## src/lre_pkg.sv

```systemverilog
// Package for the LR expression evaluator: sizes, codes, parse tables.
// Used by lre_alu and the top level in src; depends on nothing.
package lre_pkg;

	localparam int StackDepth = 32;
	localparam int ValueBits  = 32;
	localparam int PtrBits    = $clog2(StackDepth);
	localparam int DepthBits  = $clog2(StackDepth + 1);

	typedef logic [ValueBits-1:0] value_t;
	typedef logic [PtrBits-1:0]   ptr_t;
	typedef logic [DepthBits-1:0] depth_t;
	typedef logic [3:0]           pstate_t;

	// token kinds
	localparam logic [2:0] TK_NUM   = 3'd0;
	localparam logic [2:0] TK_PLUS  = 3'd1;
	localparam logic [2:0] TK_TIMES = 3'd2;
	localparam logic [2:0] TK_OPEN  = 3'd3;
	localparam logic [2:0] TK_CLOSE = 3'd4;
	localparam logic [2:0] TK_MINUS = 3'd5;
	localparam logic [2:0] TK_DIV   = 3'd6;
	localparam logic [2:0] TK_END   = 3'd7;

	// result status
	localparam logic [1:0] ST_OK   = 2'd0;
	localparam logic [1:0] ST_SYN  = 2'd1;
	localparam logic [1:0] ST_DIV0 = 2'd2;
	localparam logic [1:0] ST_OVF  = 2'd3;

	// action kinds
	typedef enum logic [1:0] {ACT_ERR, ACT_SHIFT, ACT_REDUCE, ACT_ACC} act_kind_t;

	typedef struct packed {
		act_kind_t  kind;
		logic [3:0] arg;
	} action_t;

	// arithmetic unit opcodes
	typedef enum logic [1:0] {ALU_ADD, ALU_SUB, ALU_MUL, ALU_DIV} alu_op_t;

	// sequencer states
	typedef enum logic [3:0] {
		S_IDLE, S_LOOK, S_RD_OPS, S_OPS, S_ALU, S_ALU_WAIT,
		S_POP, S_GOTO, S_ACC_RD, S_ACC, S_OUT
	} seq_state_t;

	// request / response between sequencer and arithmetic unit
	typedef struct packed {
		logic    start;
		alu_op_t op;
	} alu_req_t;

	typedef struct packed {
		logic   done;
		logic   div0;
		value_t value;
	} alu_rsp_t;

	function automatic action_t sh(input logic [3:0] n);
		sh = '{ACT_SHIFT, n};
	endfunction
	function automatic action_t rd(input logic [3:0] n);
		rd = '{ACT_REDUCE, n};
	endfunction

	// SLR action table
	function automatic action_t action_lookup(input pstate_t s, input logic [2:0] k);
		action_t a;
		a = '{ACT_ERR, 4'd0};
		unique case (s)
			4'd0, 4'd4, 4'd6, 4'd7, 4'd8, 4'd9: begin
				if (k == TK_NUM) a = sh(4'd5);
				else if (k == TK_OPEN) a = sh(4'd4);
			end
			4'd1: begin
				if (k == TK_PLUS) a = sh(4'd6);
				else if (k == TK_MINUS) a = sh(4'd7);
				else if (k == TK_END) a = '{ACT_ACC, 4'd0};
			end
			4'd2, 4'd11, 4'd12: begin
				if (k == TK_TIMES) a = sh(4'd8);
				else if (k == TK_DIV) a = sh(4'd9);
				else if (k != TK_NUM && k != TK_OPEN)
					a = rd((s == 4'd2) ? 4'd3 : (s == 4'd11) ? 4'd1 : 4'd2);
			end
			4'd10: begin
				if (k == TK_PLUS) a = sh(4'd6);
				else if (k == TK_MINUS) a = sh(4'd7);
				else if (k == TK_CLOSE) a = sh(4'd15);
			end
			default: begin
				if (k != TK_NUM && k != TK_OPEN) begin
					case (s)
						4'd3:  a = rd(4'd6);
						4'd5:  a = rd(4'd8);
						4'd13: a = rd(4'd4);
						4'd14: a = rd(4'd5);
						4'd15: a = rd(4'd7);
						default: a = '{ACT_ERR, 4'd0};
					endcase
				end
			end
		endcase
		return a;
	endfunction

	// goto on E (0), T (1), F (2); zero means none
	function automatic pstate_t goto_lookup(input pstate_t s, input logic [1:0] lhs);
		pstate_t g;
		g = 4'd0;
		case (s)
			4'd0: g = (lhs == 2'd0) ? 4'd1 : (lhs == 2'd1) ? 4'd2 : 4'd3;
			4'd4: g = (lhs == 2'd0) ? 4'd10 : (lhs == 2'd1) ? 4'd2 : 4'd3;
			4'd6: g = (lhs == 2'd1) ? 4'd11 : (lhs == 2'd2) ? 4'd3 : 4'd0;
			4'd7: g = (lhs == 2'd1) ? 4'd12 : (lhs == 2'd2) ? 4'd3 : 4'd0;
			4'd8: g = (lhs == 2'd2) ? 4'd13 : 4'd0;
			4'd9: g = (lhs == 2'd2) ? 4'd14 : 4'd0;
			default: g = 4'd0;
		endcase
		return g;
	endfunction

	function automatic logic [1:0] rule_len(input logic [3:0] r);
		case (r)
			4'd1, 4'd2, 4'd4, 4'd5, 4'd7: rule_len = 2'd3;
			default: rule_len = 2'd1;
		endcase
	endfunction

	function automatic logic [1:0] rule_lhs(input logic [3:0] r);
		case (r)
			4'd4, 4'd5, 4'd6: rule_lhs = 2'd1;
			4'd7, 4'd8:       rule_lhs = 2'd2;
			default:          rule_lhs = 2'd0;
		endcase
	endfunction

endpackage

```

## src/lre_ram.sv

```systemverilog
// Generic single-write, single-read RAM with registered read data.
// No dependencies.
module lre_ram #(
	parameter int Width = 8,
	parameter int Depth = 16
) (
	input  logic                     clk,
	input  logic                     we,
	input  logic [$clog2(Depth)-1:0] waddr,
	input  logic [Width-1:0]         wdata,
	input  logic [$clog2(Depth)-1:0] raddr,
	output logic [Width-1:0]         rdata
);
	logic [Width-1:0] mem [Depth];

	always_ff @(posedge clk) begin
		if (we) mem[waddr] <= wdata;
		rdata <= mem[raddr];
	end
endmodule

```

## src/lre_alu.sv

```systemverilog
// Shared arithmetic unit: add, subtract, multiply with a registered result,
// signed truncating divide one quotient bit a cycle. Depends on lre_pkg.
module lre_alu (
	input  logic              clk,
	input  logic              arst_n,
	input  lre_pkg::alu_req_t req,
	input  lre_pkg::value_t   lhs,
	input  lre_pkg::value_t   rhs,
	output lre_pkg::alu_rsp_t rsp
);
	localparam int CntBits = $clog2(lre_pkg::ValueBits + 1);

	logic                   busy_q;
	logic [CntBits-1:0]     cnt_q;
	lre_pkg::value_t        quo_q, rem_q, dvs_q;
	logic                   neg_q;
	logic                   done_q, div0_q;
	lre_pkg::value_t        res_q;
	logic [lre_pkg::ValueBits:0] trial;
	lre_pkg::value_t        rem_sh;
	lre_pkg::value_t        mag_a, mag_b;

	assign mag_a  = lhs[lre_pkg::ValueBits-1] ? (~lhs + 1'b1) : lhs;
	assign mag_b  = rhs[lre_pkg::ValueBits-1] ? (~rhs + 1'b1) : rhs;
	assign rem_sh = {rem_q[lre_pkg::ValueBits-2:0], quo_q[lre_pkg::ValueBits-1]};
	assign trial  = {1'b0, rem_sh} - {1'b0, dvs_q};

	// control
	always_ff @(posedge clk or negedge arst_n) begin
		if (!arst_n) begin
			busy_q <= 1'b0;
			done_q <= 1'b0;
			div0_q <= 1'b0;
			cnt_q  <= '0;
		end else begin
			done_q <= 1'b0;
			div0_q <= 1'b0;
			if (req.start && !busy_q) begin
				if (req.op == lre_pkg::ALU_DIV) begin
					if (rhs == '0) begin
						done_q <= 1'b1;
						div0_q <= 1'b1;
					end else begin
						busy_q <= 1'b1;
						cnt_q  <= CntBits'(lre_pkg::ValueBits);
					end
				end else begin
					done_q <= 1'b1;
				end
			end else if (busy_q) begin
				cnt_q <= cnt_q - 1'b1;
				if (cnt_q == CntBits'(1)) begin
					busy_q <= 1'b0;
					done_q <= 1'b1;
				end
			end
		end
	end

	// datapath
	always_ff @(posedge clk) begin
		if (req.start && !busy_q) begin
			unique case (req.op)
				lre_pkg::ALU_ADD: res_q <= lhs + rhs;
				lre_pkg::ALU_SUB: res_q <= lhs - rhs;
				lre_pkg::ALU_MUL: res_q <= lhs * rhs;
				lre_pkg::ALU_DIV: res_q <= '0;
			endcase
			quo_q <= mag_a;
			rem_q <= '0;
			dvs_q <= mag_b;
			neg_q <= lhs[lre_pkg::ValueBits-1] ^ rhs[lre_pkg::ValueBits-1];
		end else if (busy_q) begin
			if (!trial[lre_pkg::ValueBits]) begin
				rem_q <= trial[lre_pkg::ValueBits-1:0];
				quo_q <= {quo_q[lre_pkg::ValueBits-2:0], 1'b1};
			end else begin
				rem_q <= rem_sh;
				quo_q <= {quo_q[lre_pkg::ValueBits-2:0], 1'b0};
			end
			if (cnt_q == CntBits'(1)) begin
				if (neg_q)
					res_q <= ~{quo_q[lre_pkg::ValueBits-2:0], !trial[lre_pkg::ValueBits]} + 1'b1;
				else
					res_q <= {quo_q[lre_pkg::ValueBits-2:0], !trial[lre_pkg::ValueBits]};
			end
		end
	end

	assign rsp = '{done: done_q, div0: div0_q, value: res_q};

	a_div0_only_div: assert property (@(posedge clk) disable iff (!arst_n)
		div0_q |-> done_q) else $error("div0 without done");
	a_no_start_busy: assert property (@(posedge clk) disable iff (!arst_n)
		busy_q |=> !done_q || !busy_q) else $error("done while busy");
	a_cnt_range: assert property (@(posedge clk) disable iff (!arst_n)
		busy_q |-> cnt_q != '0) else $error("busy with zero count");
endmodule

```

## src/lr_expression_evaluator.sv

```systemverilog
// Top level of the LR expression evaluator: parse sequencer, both stacks, arithmetic unit.
// Depends on lre_pkg, lre_ram, lre_alu.
//
// Usage:
//  s_tuser carries the token kind and s_tdata its number value, one token a
//  beat. A plain shift goes from S_IDLE through S_LOOK and back to S_IDLE.
//  Each reduction walks S_LOOK, S_POP and S_GOTO; a fold by + - * / also
//  passes S_RD_OPS, S_OPS, S_ALU and S_ALU_WAIT, where a division waits on
//  the bit-serial divider inside the shared arithmetic unit. Accepting the
//  end token passes S_ACC_RD and S_ACC. The sequencer walks one table step
//  at a time, and s_tready is low while a token is being worked.
//  m_tdata carries a result when the end token is accepted or an error hits;
//  a shift that succeeds produces no beat. The result waits in an output
//  register until m_tready; a new token is not taken until it has gone.
//  The first token after a result is then taken at once.
//  Reset clears the stack depths (parse stack holds the start state) and
//  drops any token in flight; stack memories are not cleared since the parse
//  only reads entries it has written.
//  Each result, of any status, empties both stacks.
module lr_expression_evaluator (
	input  logic        clk,
	input  logic        arst_n,
	input  logic        s_tvalid,
	output logic        s_tready,
	input  logic [31:0] s_tdata,  // [31:0] number_value
	input  logic [2:0]  s_tuser,  // [2:0] token_kind
	output logic        m_tvalid,
	input  logic        m_tready,
	output logic [31:0] m_tdata,  // [31:0] result_value
	output logic [1:0]  m_tuser   // [1:0] status
);
	localparam int VB = lre_pkg::ValueBits;

	lre_pkg::seq_state_t state_q, state_d;
	logic [2:0]          kind_q;
	lre_pkg::value_t     num_q;
	lre_pkg::depth_t     pdepth_q, odepth_q;
	lre_pkg::pstate_t    top_q;        // top of parse stack, kept in a register
	lre_pkg::action_t    act_q;
	lre_pkg::value_t     rhs_q;
	logic [31:0]         out_val_q;
	logic [1:0]          out_st_q;
	logic                out_valid_q;

	// parse stack ram
	logic             ps_we;
	lre_pkg::ptr_t    ps_waddr, ps_raddr;
	lre_pkg::pstate_t ps_wdata, ps_rdata;
	// operand stack ram
	logic             os_we;
	lre_pkg::ptr_t    os_waddr, os_raddr;
	lre_pkg::value_t  os_wdata, os_rdata;

	lre_pkg::alu_req_t alu_req;
	lre_pkg::alu_rsp_t alu_rsp;

	lre_pkg::action_t act_now;
	lre_pkg::pstate_t goto_now;
	lre_pkg::pstate_t goto_from;
	logic [1:0]       rlen;

	// register-next values
	lre_pkg::depth_t  pdepth_d, odepth_d;
	lre_pkg::pstate_t top_d;
	logic [31:0]      out_val_d;
	logic [1:0]       out_st_d;
	logic             emit;

	lre_ram #(.Width(4), .Depth(lre_pkg::StackDepth)) u_pstack (
		.clk, .we(ps_we), .waddr(ps_waddr), .wdata(ps_wdata),
		.raddr(ps_raddr), .rdata(ps_rdata)
	);

	lre_ram #(.Width(VB), .Depth(lre_pkg::StackDepth)) u_ostack (
		.clk, .we(os_we), .waddr(os_waddr), .wdata(os_wdata),
		.raddr(os_raddr), .rdata(os_rdata)
	);

	lre_alu u_alu (
		.clk, .arst_n, .req(alu_req), .lhs(os_rdata), .rhs(rhs_q), .rsp(alu_rsp)
	);

	// entry zero is the start state and is never written
	assign goto_from = (pdepth_q == lre_pkg::DepthBits'(1)) ? lre_pkg::pstate_t'(0) : ps_rdata;

	assign act_now  = lre_pkg::action_lookup(top_q, kind_q);
	assign rlen     = lre_pkg::rule_len(act_q.arg);
	assign goto_now = lre_pkg::goto_lookup(goto_from, lre_pkg::rule_lhs(act_q.arg));

	assign s_tready = (state_q == lre_pkg::S_IDLE) && !out_valid_q;
	assign m_tvalid = out_valid_q;
	assign m_tdata  = out_val_q;
	assign m_tuser  = out_st_q;

	// state register and stack depths
	always_ff @(posedge clk or negedge arst_n) begin
		if (!arst_n) begin
			state_q     <= lre_pkg::S_IDLE;
			pdepth_q    <= lre_pkg::DepthBits'(1);
			odepth_q    <= '0;
			top_q       <= '0;
			out_valid_q <= 1'b0;
		end else begin
			state_q  <= state_d;
			pdepth_q <= pdepth_d;
			odepth_q <= odepth_d;
			top_q    <= top_d;
			if (emit) out_valid_q <= 1'b1;
			else if (m_tready) out_valid_q <= 1'b0;
		end
	end

	// payload registers
	always_ff @(posedge clk) begin
		if (s_tvalid && s_tready) begin
			kind_q <= s_tuser;
			num_q  <= VB'($signed(s_tdata));
		end
		if (state_q == lre_pkg::S_LOOK) act_q <= act_now;
		if (state_q == lre_pkg::S_OPS) rhs_q <= os_rdata;
		if (emit) begin
			out_val_q <= out_val_d;
			out_st_q  <= out_st_d;
		end
	end

	// sequencer
	always_comb begin
		state_d   = state_q;
		pdepth_d  = pdepth_q;
		odepth_d  = odepth_q;
		top_d     = top_q;
		emit      = 1'b0;
		out_val_d = '0;
		out_st_d  = lre_pkg::ST_SYN;
		ps_we     = 1'b0;
		ps_waddr  = pdepth_q[lre_pkg::PtrBits-1:0];
		ps_wdata  = act_q.arg;
		ps_raddr  = '0;
		os_we     = 1'b0;
		os_waddr  = odepth_q[lre_pkg::PtrBits-1:0];
		os_wdata  = num_q;
		os_raddr  = lre_pkg::PtrBits'(odepth_q - 1'b1);
		alu_req   = '{start: 1'b0, op: lre_pkg::ALU_ADD};
		unique case (state_q)
			lre_pkg::S_IDLE: begin
				if (s_tvalid && s_tready) state_d = lre_pkg::S_LOOK;
			end
			lre_pkg::S_LOOK: begin
				unique case (act_now.kind)
					lre_pkg::ACT_SHIFT: begin
						if (pdepth_q >= lre_pkg::DepthBits'(lre_pkg::StackDepth) ||
						    (kind_q == lre_pkg::TK_NUM &&
						     odepth_q >= lre_pkg::DepthBits'(lre_pkg::StackDepth))) begin
							out_st_d = lre_pkg::ST_OVF;
							state_d  = lre_pkg::S_OUT;
						end else begin
							ps_we    = 1'b1;
							ps_wdata = act_now.arg;
							pdepth_d = pdepth_q + 1'b1;
							top_d    = act_now.arg;
							if (kind_q == lre_pkg::TK_NUM) begin
								os_we    = 1'b1;
								odepth_d = odepth_q + 1'b1;
							end
							state_d = lre_pkg::S_IDLE;
						end
					end
					lre_pkg::ACT_REDUCE: begin
						if (act_now.arg == 4'd1 || act_now.arg == 4'd2 ||
						    act_now.arg == 4'd4 || act_now.arg == 4'd5) begin
							if (odepth_q < lre_pkg::DepthBits'(2)) begin
								state_d = lre_pkg::S_OUT;
							end else begin
								state_d = lre_pkg::S_RD_OPS;
							end
						end else begin
							state_d = lre_pkg::S_POP;
						end
					end
					lre_pkg::ACT_ACC: begin
						state_d = (odepth_q == '0) ? lre_pkg::S_OUT : lre_pkg::S_ACC_RD;
					end
					default: state_d = lre_pkg::S_OUT;
				endcase
			end
			lre_pkg::S_RD_OPS: begin
				// read right operand
				state_d = lre_pkg::S_OPS;
			end
			lre_pkg::S_OPS: begin
				// right operand arrives; read left
				os_raddr = lre_pkg::PtrBits'(odepth_q - 2'd2);
				state_d  = lre_pkg::S_ALU;
			end
			lre_pkg::S_ALU: begin
				alu_req.start = 1'b1;
				case (act_q.arg)
					4'd1:    alu_req.op = lre_pkg::ALU_ADD;
					4'd2:    alu_req.op = lre_pkg::ALU_SUB;
					4'd4:    alu_req.op = lre_pkg::ALU_MUL;
					default: alu_req.op = lre_pkg::ALU_DIV;
				endcase
				state_d = lre_pkg::S_ALU_WAIT;
			end
			lre_pkg::S_ALU_WAIT: begin
				os_raddr = lre_pkg::PtrBits'(odepth_q - 2'd2);
				if (alu_rsp.done) begin
					if (alu_rsp.div0) begin
						out_st_d = lre_pkg::ST_DIV0;
						state_d  = lre_pkg::S_OUT;
					end else begin
						os_we    = 1'b1;
						os_waddr = lre_pkg::PtrBits'(odepth_q - 2'd2);
						os_wdata = alu_rsp.value;
						odepth_d = odepth_q - 1'b1;
						state_d  = lre_pkg::S_POP;
					end
				end
			end
			lre_pkg::S_POP: begin
				if (pdepth_q <= lre_pkg::DepthBits'(rlen)) begin
					state_d = lre_pkg::S_OUT;
				end else begin
					pdepth_d = pdepth_q - lre_pkg::DepthBits'(rlen);
					ps_raddr = lre_pkg::PtrBits'(pdepth_q - lre_pkg::DepthBits'(rlen) - 1'b1);
					state_d  = lre_pkg::S_GOTO;
				end
			end
			lre_pkg::S_GOTO: begin
				if (goto_now == '0) begin
					state_d = lre_pkg::S_OUT;
				end else begin
					ps_we    = 1'b1;
					ps_wdata = goto_now;
					pdepth_d = pdepth_q + 1'b1;
					top_d    = goto_now;
					state_d  = lre_pkg::S_LOOK;
				end
			end
			lre_pkg::S_ACC_RD: begin
				state_d = lre_pkg::S_ACC;
			end
			lre_pkg::S_ACC: begin
				emit      = 1'b1;
				out_st_d  = lre_pkg::ST_OK;
				out_val_d = 32'($signed(os_rdata));
				pdepth_d  = lre_pkg::DepthBits'(1);
				odepth_d  = '0;
				top_d     = '0;
				state_d   = lre_pkg::S_IDLE;
			end
			lre_pkg::S_OUT: begin
				emit     = 1'b1;
				out_st_d = (act_q.kind == lre_pkg::ACT_SHIFT) ? lre_pkg::ST_OVF :
				           (act_q.kind == lre_pkg::ACT_REDUCE && act_q.arg == 4'd5 &&
				            rhs_q == '0 && odepth_q >= lre_pkg::DepthBits'(2)) ?
				           lre_pkg::ST_DIV0 : lre_pkg::ST_SYN;
				pdepth_d = lre_pkg::DepthBits'(1);
				odepth_d = '0;
				top_d    = '0;
				state_d  = lre_pkg::S_IDLE;
			end
			default: state_d = lre_pkg::S_IDLE;
		endcase
	end

	a_depth_bound: assert property (@(posedge clk) disable iff (!arst_n)
		pdepth_q <= lre_pkg::DepthBits'(lre_pkg::StackDepth) && pdepth_q != '0)
		else $error("parse depth out of range");
	a_result_resets: assert property (@(posedge clk) disable iff (!arst_n)
		emit |=> pdepth_q == lre_pkg::DepthBits'(1) && odepth_q == '0)
		else $error("stacks not reset after result");
	a_no_emit_pending: assert property (@(posedge clk) disable iff (!arst_n)
		emit |-> !out_valid_q) else $error("result overwrote pending beat");
	a_ok_value_only: assert property (@(posedge clk) disable iff (!arst_n)
		out_valid_q && out_st_q != lre_pkg::ST_OK |-> out_val_q == '0)
		else $error("nonzero value on error status");
endmodule

```

## config.mk

```make
export PLATFORM = sky130hd
export DESIGN_NAME = lr_expression_evaluator
export DESIGN_NICKNAME = d
export VERILOG_FILES = /design/src/lre_pkg.sv /design/src/lre_ram.sv /design/src/lre_alu.sv /design/src/lr_expression_evaluator.sv
export SDC_FILE = /design/constraint.sdc
export NUM_CORES = 2
export LEC_CHECK = 0
export BUFFER_PORTS_ARGS = -buffer_cell sky130_fd_sc_hd__buf_2
export CORE_MARGIN = 4
export CORE_UTILIZATION = 58
export CTS_CLUSTER_SIZE = 24
export DETAILED_ROUTE_END_ITERATION = 10
export GPL_TIMING_DRIVEN = 0
export HOLD_SLACK_MARGIN = 0.08
export PLACE_DENSITY = 0.77
export SYNTH_ARGS = -nofsm -noshare
export SYNTH_HDL_FRONTEND = slang
export SYNTH_SLANG_ARGS = --single-unit
```

## constraint.sdc

```tcl
create_clock -name clk -period 7.8 [get_ports clk]
set_input_delay 1.17 -clock clk [delete_from_list [all_inputs] [get_ports clk]]
set_output_delay 1.17 -clock clk [all_outputs]
set_load 0.005 [all_outputs]
```

; Word-level counts from Yosys, hierarchy flattened
; Memory sizes are Yosys's and may differ from the RTL's. A register that Yosys moved wholly into a read port is not among the register bits.
; Index checks and enable logic that the tools add are counted.
[totals]
output_inout_bits = 36
memories = 2
word_cells = 283
ff_bits = 265
inputBits = 39
ram_bits = 1152
[mem_list]
columns = name, words, word_bits, rd, rd_clocked_by_memory_dff, write_ports, line
row1 = u_ostack.mem, 32, 32, 1, 1, 1, lre_ram.sv:14  ; logic [Width-1:0] mem [Depth];
row2 = u_pstack.mem, 32, 4, 1, 1, 1, lre_ram.sv:14
[classes]
n_bitwise = 4
magnitude_cmp = 5
muxes = 120
add_sub_neg = 13
n_reduce_logical = 45
n_mul = 1
n_eq_ne = 71
[ops]
columns = cell, count
row1 = two-way mux 32 bit, 10
row2 = one-hot mux 32 bit (4 select lines), 1
row3 = two-way mux 6 bit, 20
row4 = adder 32 x 1 -> 32 bit (second input constant), 3
row5 = NOT 32 bit, 3
row6 = two-way mux 4 bit, 21
row7 = == test 4 x 3 -> 1 bit (second input constant), 17
row8 = two-way mux 31 bit, 2
row9 = == test 4 bit (second input constant), 14
row10 = two-way mux 5 bit, 11
row11 = one-hot mux 6 bit (4 select lines), 2
row12 = one-hot mux 4 bit (9 select lines), 1
row13 = subtractor 32 x 32 -> 33 bit, 1
row14 = adder 32 bit, 1
row15 = zero test 32 bit, 1
row16 = multiplier 32 x 32 -> 32 bit, 1
row17 = subtractor 32 bit, 1
row18 = one-hot mux 6 bit (5 select lines), 1
row19 = two-way mux 1 bit, 29
row20 = == test 4 x 2 -> 1 bit (second input constant), 6
row21 = one-hot mux 4 bit (3 select lines), 2
row22 = one-hot mux 4 bit (6 select lines), 1
row23 = two-way mux 2 bit, 11
row24 = one-hot mux 6 bit (3 select lines), 1
row25 = 45 further kinds, 98

; Longest topological paths before layout
[logic_depth]
ltp_word = 14
mapped_depth = 29
mapped_depth_nobuf = 27

; Cells and area by module
; A second synthesis with hierarchy kept.
[hier_totals]
cells_unflattened = 6161
hier_area_um2 = 79089.6
[by_module_without_submodules]
columns = mod, seq_area_each_um2, area_per_inst_um2, cells_per_inst, n_inst
row1 = lre_ram (u_ostack), 31390.1, 40492.6, 2260, 1
row2 = lre_alu, 3758.6, 26705.6, 3025, 1
row3 = lr_expression_evaluator, 3739.8, 6752.7, 645, 1
row4 = lre_ram (u_pstack), 3923.8, 5138.7, 231, 1

; Worst setup path after synthesis
; No wires, ideal clock.
[synth_path]
kind = reg2reg
startpoint = reg rhs_q[7]
endpoint = reg u_alu.res_q[28] (data pin)
setup_time_ps = 270
path_buffers = 2
synth_period_minus_slack_ps = 7283
t_required_ps = 7530
slack_ps = 517
stages_incl_launch_ff = 28
arrival_ps = 7013
cell_sequence = edfxtp_1 -> clkbuf_1 -> clkbuf_1 -> and2_1 -> fa_1 -> fa_1 -> fa_1 -> inv_1 -> fa_1 -> inv_1 -> fa_1 -> inv_1 -> fa_1 -> inv_1 -> fa_1 -> fa_1 -> ha_1 -> a21o_1 -> a21o_1 -> a21oi_1 -> o21ai_0 -> a21oi_1 -> nor2_1 -> a311oi_1 -> o21ai_0 -> xor2_1 -> a221oi_1 -> a21oi_1
[synth_between]
elab_chain_len = 3
elab_cells_between_ends = 5
cone_classes = 2 x add/sub / 1 x mul / 2 x mux
[synth_lines]
columns = item, line
row1 = "start, declared", lr_expression_evaluator.sv:40  ; lre_pkg::value_t rhs_q;
row2 = "start signal, assigned", lr_expression_evaluator.sv:120  ; if (state_q == lre_pkg::S_OPS) rhs_q <= os_rdata;
row3 = multiplier 32 x 32 -> 32 bit (tied with other cells), lre_alu.sv:66  ; lre_pkg::ALU_MUL: res_q <= lhs * rhs;
row4 = one-hot mux 32 bit (4 select lines) *, lre_alu.sv:63  ; unique case (req.op)
row5 = two-way mux 32 bit *, lre_alu.sv:62  ; if (req.start && !busy_q) begin
row6 = "end signal, assigned", lre_alu.sv:64  ; lre_pkg::ALU_ADD: res_q <= lhs + rhs;
row7 = "end signal, assigned", lre_alu.sv:65  ; lre_pkg::ALU_SUB: res_q <= lhs - rhs;
row8 = "end signal, assigned", lre_alu.sv:66
row9 = "end, declared", lre_alu.sv:18  ; lre_pkg::value_t res_q;
; Every way passes the cells marked *; elsewhere a longest branch is shown, timed or not.
; A chain may end at the register's enable or synchronous reset.

; Final worst setup path
[layout_path]
startpoint = reg rhs_q[3]
endpoint = reg u_alu.res_q[15] (data pin)
; Same word-level chain as after synthesis.

==> reports/qor.yml <==
status: "finished, final reports clean"
grt_max_degree: 36
hp-class: "in2async"
hold_viol: 0
drt-total-wl_um: 237000
tightest_slew_ns: 1.41
synth_ff_type: "edfxtp_1"
clock_skew_ns: 0.0599
startpoint_type: "flip-flop"
cts.path.max_buffers: 3
setup_viol: 0
dieArea_um2: 141000
path_class: "reg2reg"
insertion_delay_ns: 0.83
place_ws_ns: -1.96
route.detailed.drc: 0
drtPass1Iterations: 7
switching_share: 0.206
synthesis.area_um2: 78200
final_util: 0.657
period_share: 0.984
maxCapViolations: 0
reg2reg_from: "rhs_q[3]"
synth_area_leaders: "edfxtp_1 52%, fa_1 11%, mux4_2 8.3%"
reg2reg_depth: 26
portBuffers: 74
die_width_um: 375
drt-initial-drc-count: 7145
cp_common_cell: "fa_1"
path_clk_slew_ns: 0.07
synth_top_area_frac: 0.521
clockRootBuffer: "clkbuf_16"
cts_tree: "built"
min_period_ns: 7.68
ys_seq_area_frac: 0.547
synth_edf_count: 1356
pwr-share-comb: 0.001
drive_gt1_frac: 0.139
routabilityCongestion: 0.974
slew_viol_final: 0
core.rowCount: 134
overflow: 0
cpMaxStageDelayCell: "fa_1"
p_sw_mw: 3.20
synth_cells: 5882
initial_utilization: 0.585
reg2reg_slack_ns: 0.12
power_frac_clock: 0.459
leakagePower_nw: 32.6
wl_per_cell_um: 29.5
seqPwrFrac: 0.540
vdd_drop_max_uv: 248
yosysWarnings: 0
cp.arrival_ns: 8.20
setup_tns_ns: 0
rsz0062_at_grt: "yes"
hpwl_um: 164000
grt_pass1_wl_um: 349000
htree_levels: 4
async_flop_share: 0.0206
slowest_delay_ns: 0.55
ys_seq_elements: 1453
gr-usage-all-layers: 0.340
yosys.area.top_type: "edfxtp_1"
rr_endpoint: "u_alu.res_q[15]"
synth_nets: 6540
chipHeight_um: 375
slew_headroom: 0.0579
cts.sinks: 1453
cts_buffers: 147
cp-end-kind: "flip-flop"
power.density_nw_per_um2: 177
path_max_fanout: 10
ios: 75
routed-via-count: 52067
core_um2: 134000
cp.required_ns: 8.32
synth_area_per_cell_um2: 13.3
nets: 6825
intPower_mw: 12.3
antenna_found_initial: 11
first_global_vias: 52708
ant_nets: 0
syn_to_final_growth_pct: 12.3
fmax_ghz: 0.130
ys_types: 84
setup_slack_ns: 0.121
via_per_inst: 6.46
critical path, delay by kind of cell (launching register included):
kind,cells,cell delay [ns]
AOI/OAI and AO/OA,6,1.65
adders and majority gates,9,3.70
buffers and inverters,6,0.62
DFF,1,0.50
and+or+nand+nor,5,0.93
how the worst max path moves through the flow:
stage | from | cells after the start | end | slack [ns]
after global routing | rhs_q[5] | 26 | u_alu.res_q[31] | -0.04
after detailed placement | rhs_q[7] | 26 | u_alu.res_q[31] | -1.96
final | rhs_q[3] | 26 | u_alu.res_q[15] | 0.12
after floorplan | rhs_q[7] | 27 | u_alu.res_q[28] | 0.52
after global placement | rhs_q[7] | 26 | u_alu.res_q[31] | -1.87
after CTS | rhs_q[13] | 24 | u_alu.res_q[28] | 0.003
cells by family (layout without fill, tap and decap cells):
| family | Yosys count | in the layout | synth area share |
|---|---|---|---|
| AOI/OAI and AO/OA | 616 | 616 | 0.0498 |
| xor gates and xnor gates | 272 | 272 | 0.0305 |
| adders and majority gates | 620 | 620 | 0.139 |
| buffers and inverters | 797 | 1201 | 0.0383 |
| DFF | 1453 | 1453 | 0.547 |
| muxes | 321 | 321 | 0.0873 |
| other | 0 | 8 | 0 |
| and+or+nand+nor | 1803 | 1803 | 0.108 |
state kept, by name, indices dropped and copies added (netlist names), 2 cells and up:
register	count
u_ostack.mem	1024
u_pstack.mem	128
m_tdata	32
num_q	32
rhs_q	32
u_alu.dvs_q	32
u_alu.quo_q	32
u_alu.res_q	32
u_ostack.rdata	32
u_alu.rem_q	31
act_q	6
odepth_q	6
pdepth_q	6
u_alu.cnt_q	6
state_q	4
top_q	4
u_pstack.rdata	4
kind_q	3
m_tuser	2
cells in the mapped netlist, drive strengths merged (123+ instances only):
| library cell | count |
|---|---|
| nand2 | 839 |
| edfxtp | 1356 |
| and2 | 347 |
| o21ai | 189 |
| xor2 | 123 |
| fa | 411 |
| nand3 | 197 |
| inv | 464 |
| clkbuf | 285 |
| a21oi | 137 |
| mux4 | 288 |
| ha | 208 |
| nor2 | 194 |
| xnor2 | 149 |
timing repair:
action / CTS / global route
pin swaps: 4 / 17
setup buffers: 20 / 18
hold endpoints to repair: 0 / 0
setup endpoints to repair: 21 / 13
gates resized for setup: 173 / 114
hold buffers: 0 / 0
metal layers:
metal,wire (um),up-vias,global-route usage
met5,27,-,0
met4,15500,4,0.179
met3,26200,730,0.0833
met2,111000,3661,0.535
met1,84900,26225,0.443
li1,-,21447,-
cells in the final DEF, fill, tap and decap left out, types with 20 or more instances in the layout:
cell type     n
a21o_1       48
a21oi_1     133
and2_1      346
buf_1        43
buf_12       20
buf_16       20
buf_2        85
buf_4        42
clkbuf_1    209
clkbuf_16   148
clkbuf_2     23
clkbuf_4     20
clkinv_1     26
clkinv_2     28
dfrtp_1      29
dfxtp_1      47
edfxtp_1   1356
fa_1        407
ha_1        205
inv_1       463
mux2i_1      22
mux4_2      288
nand2_1     836
nand2b_1     39
nand3_1     196
nor2_1      161
nor2_4       32
nor2b_1      22
nor3_1       49
o21ai_0     177
o22ai_1      30
o31ai_1      36
or3_1        36
xnor2_1     144
xor2_1      121
power groups by stage:
stage          clock (mW)  combinational [mW]  sequential [mW]
5_1_grt              7.52              0.0144             8.38
3_3_place_gp            0              0.0128             8.56
4_1_cts              7.15              0.0130             8.39
3_5_place_dp            0              0.0129             8.56
2_1_floorplan           0           0.0000201             8.56
6_report             7.12              0.0128             8.39
through the flow:
stage | area (um^2) | power [mW] | instances | hold WS [ns]
after floorplan | 78200 | 8.56 | 5882 | 0.406
after global placement | 80800 | 8.57 | 7724 | 0.451
after detailed placement | 82000 | 8.57 | 7765 | 0.443
after CTS | 87400 | 15.6 | 8041 | 0.430
after global routing | 87800 | 15.9 | 8054 | 0.468
final | 87800 | 15.5 | 8062 | 0.447
area by class of cell:
class / instances / area (um^2)
Sequential cell: 1453 / 42800
Buffer: 312 / 1540
Multi-Input combinational cell: 3632 / 32900
Clock buffer: 174 / 3810
Inverter: 465 / 1750
Fill cell: 9286 / 46000
Antenna cell: 8 / 20.0
Clock inverter: 94 / 1060
Tap cell: 1768 / 2210
Timing Repair Buffer: 156 / 1660
Note: power is estimated with default switching activity, not from simulation.
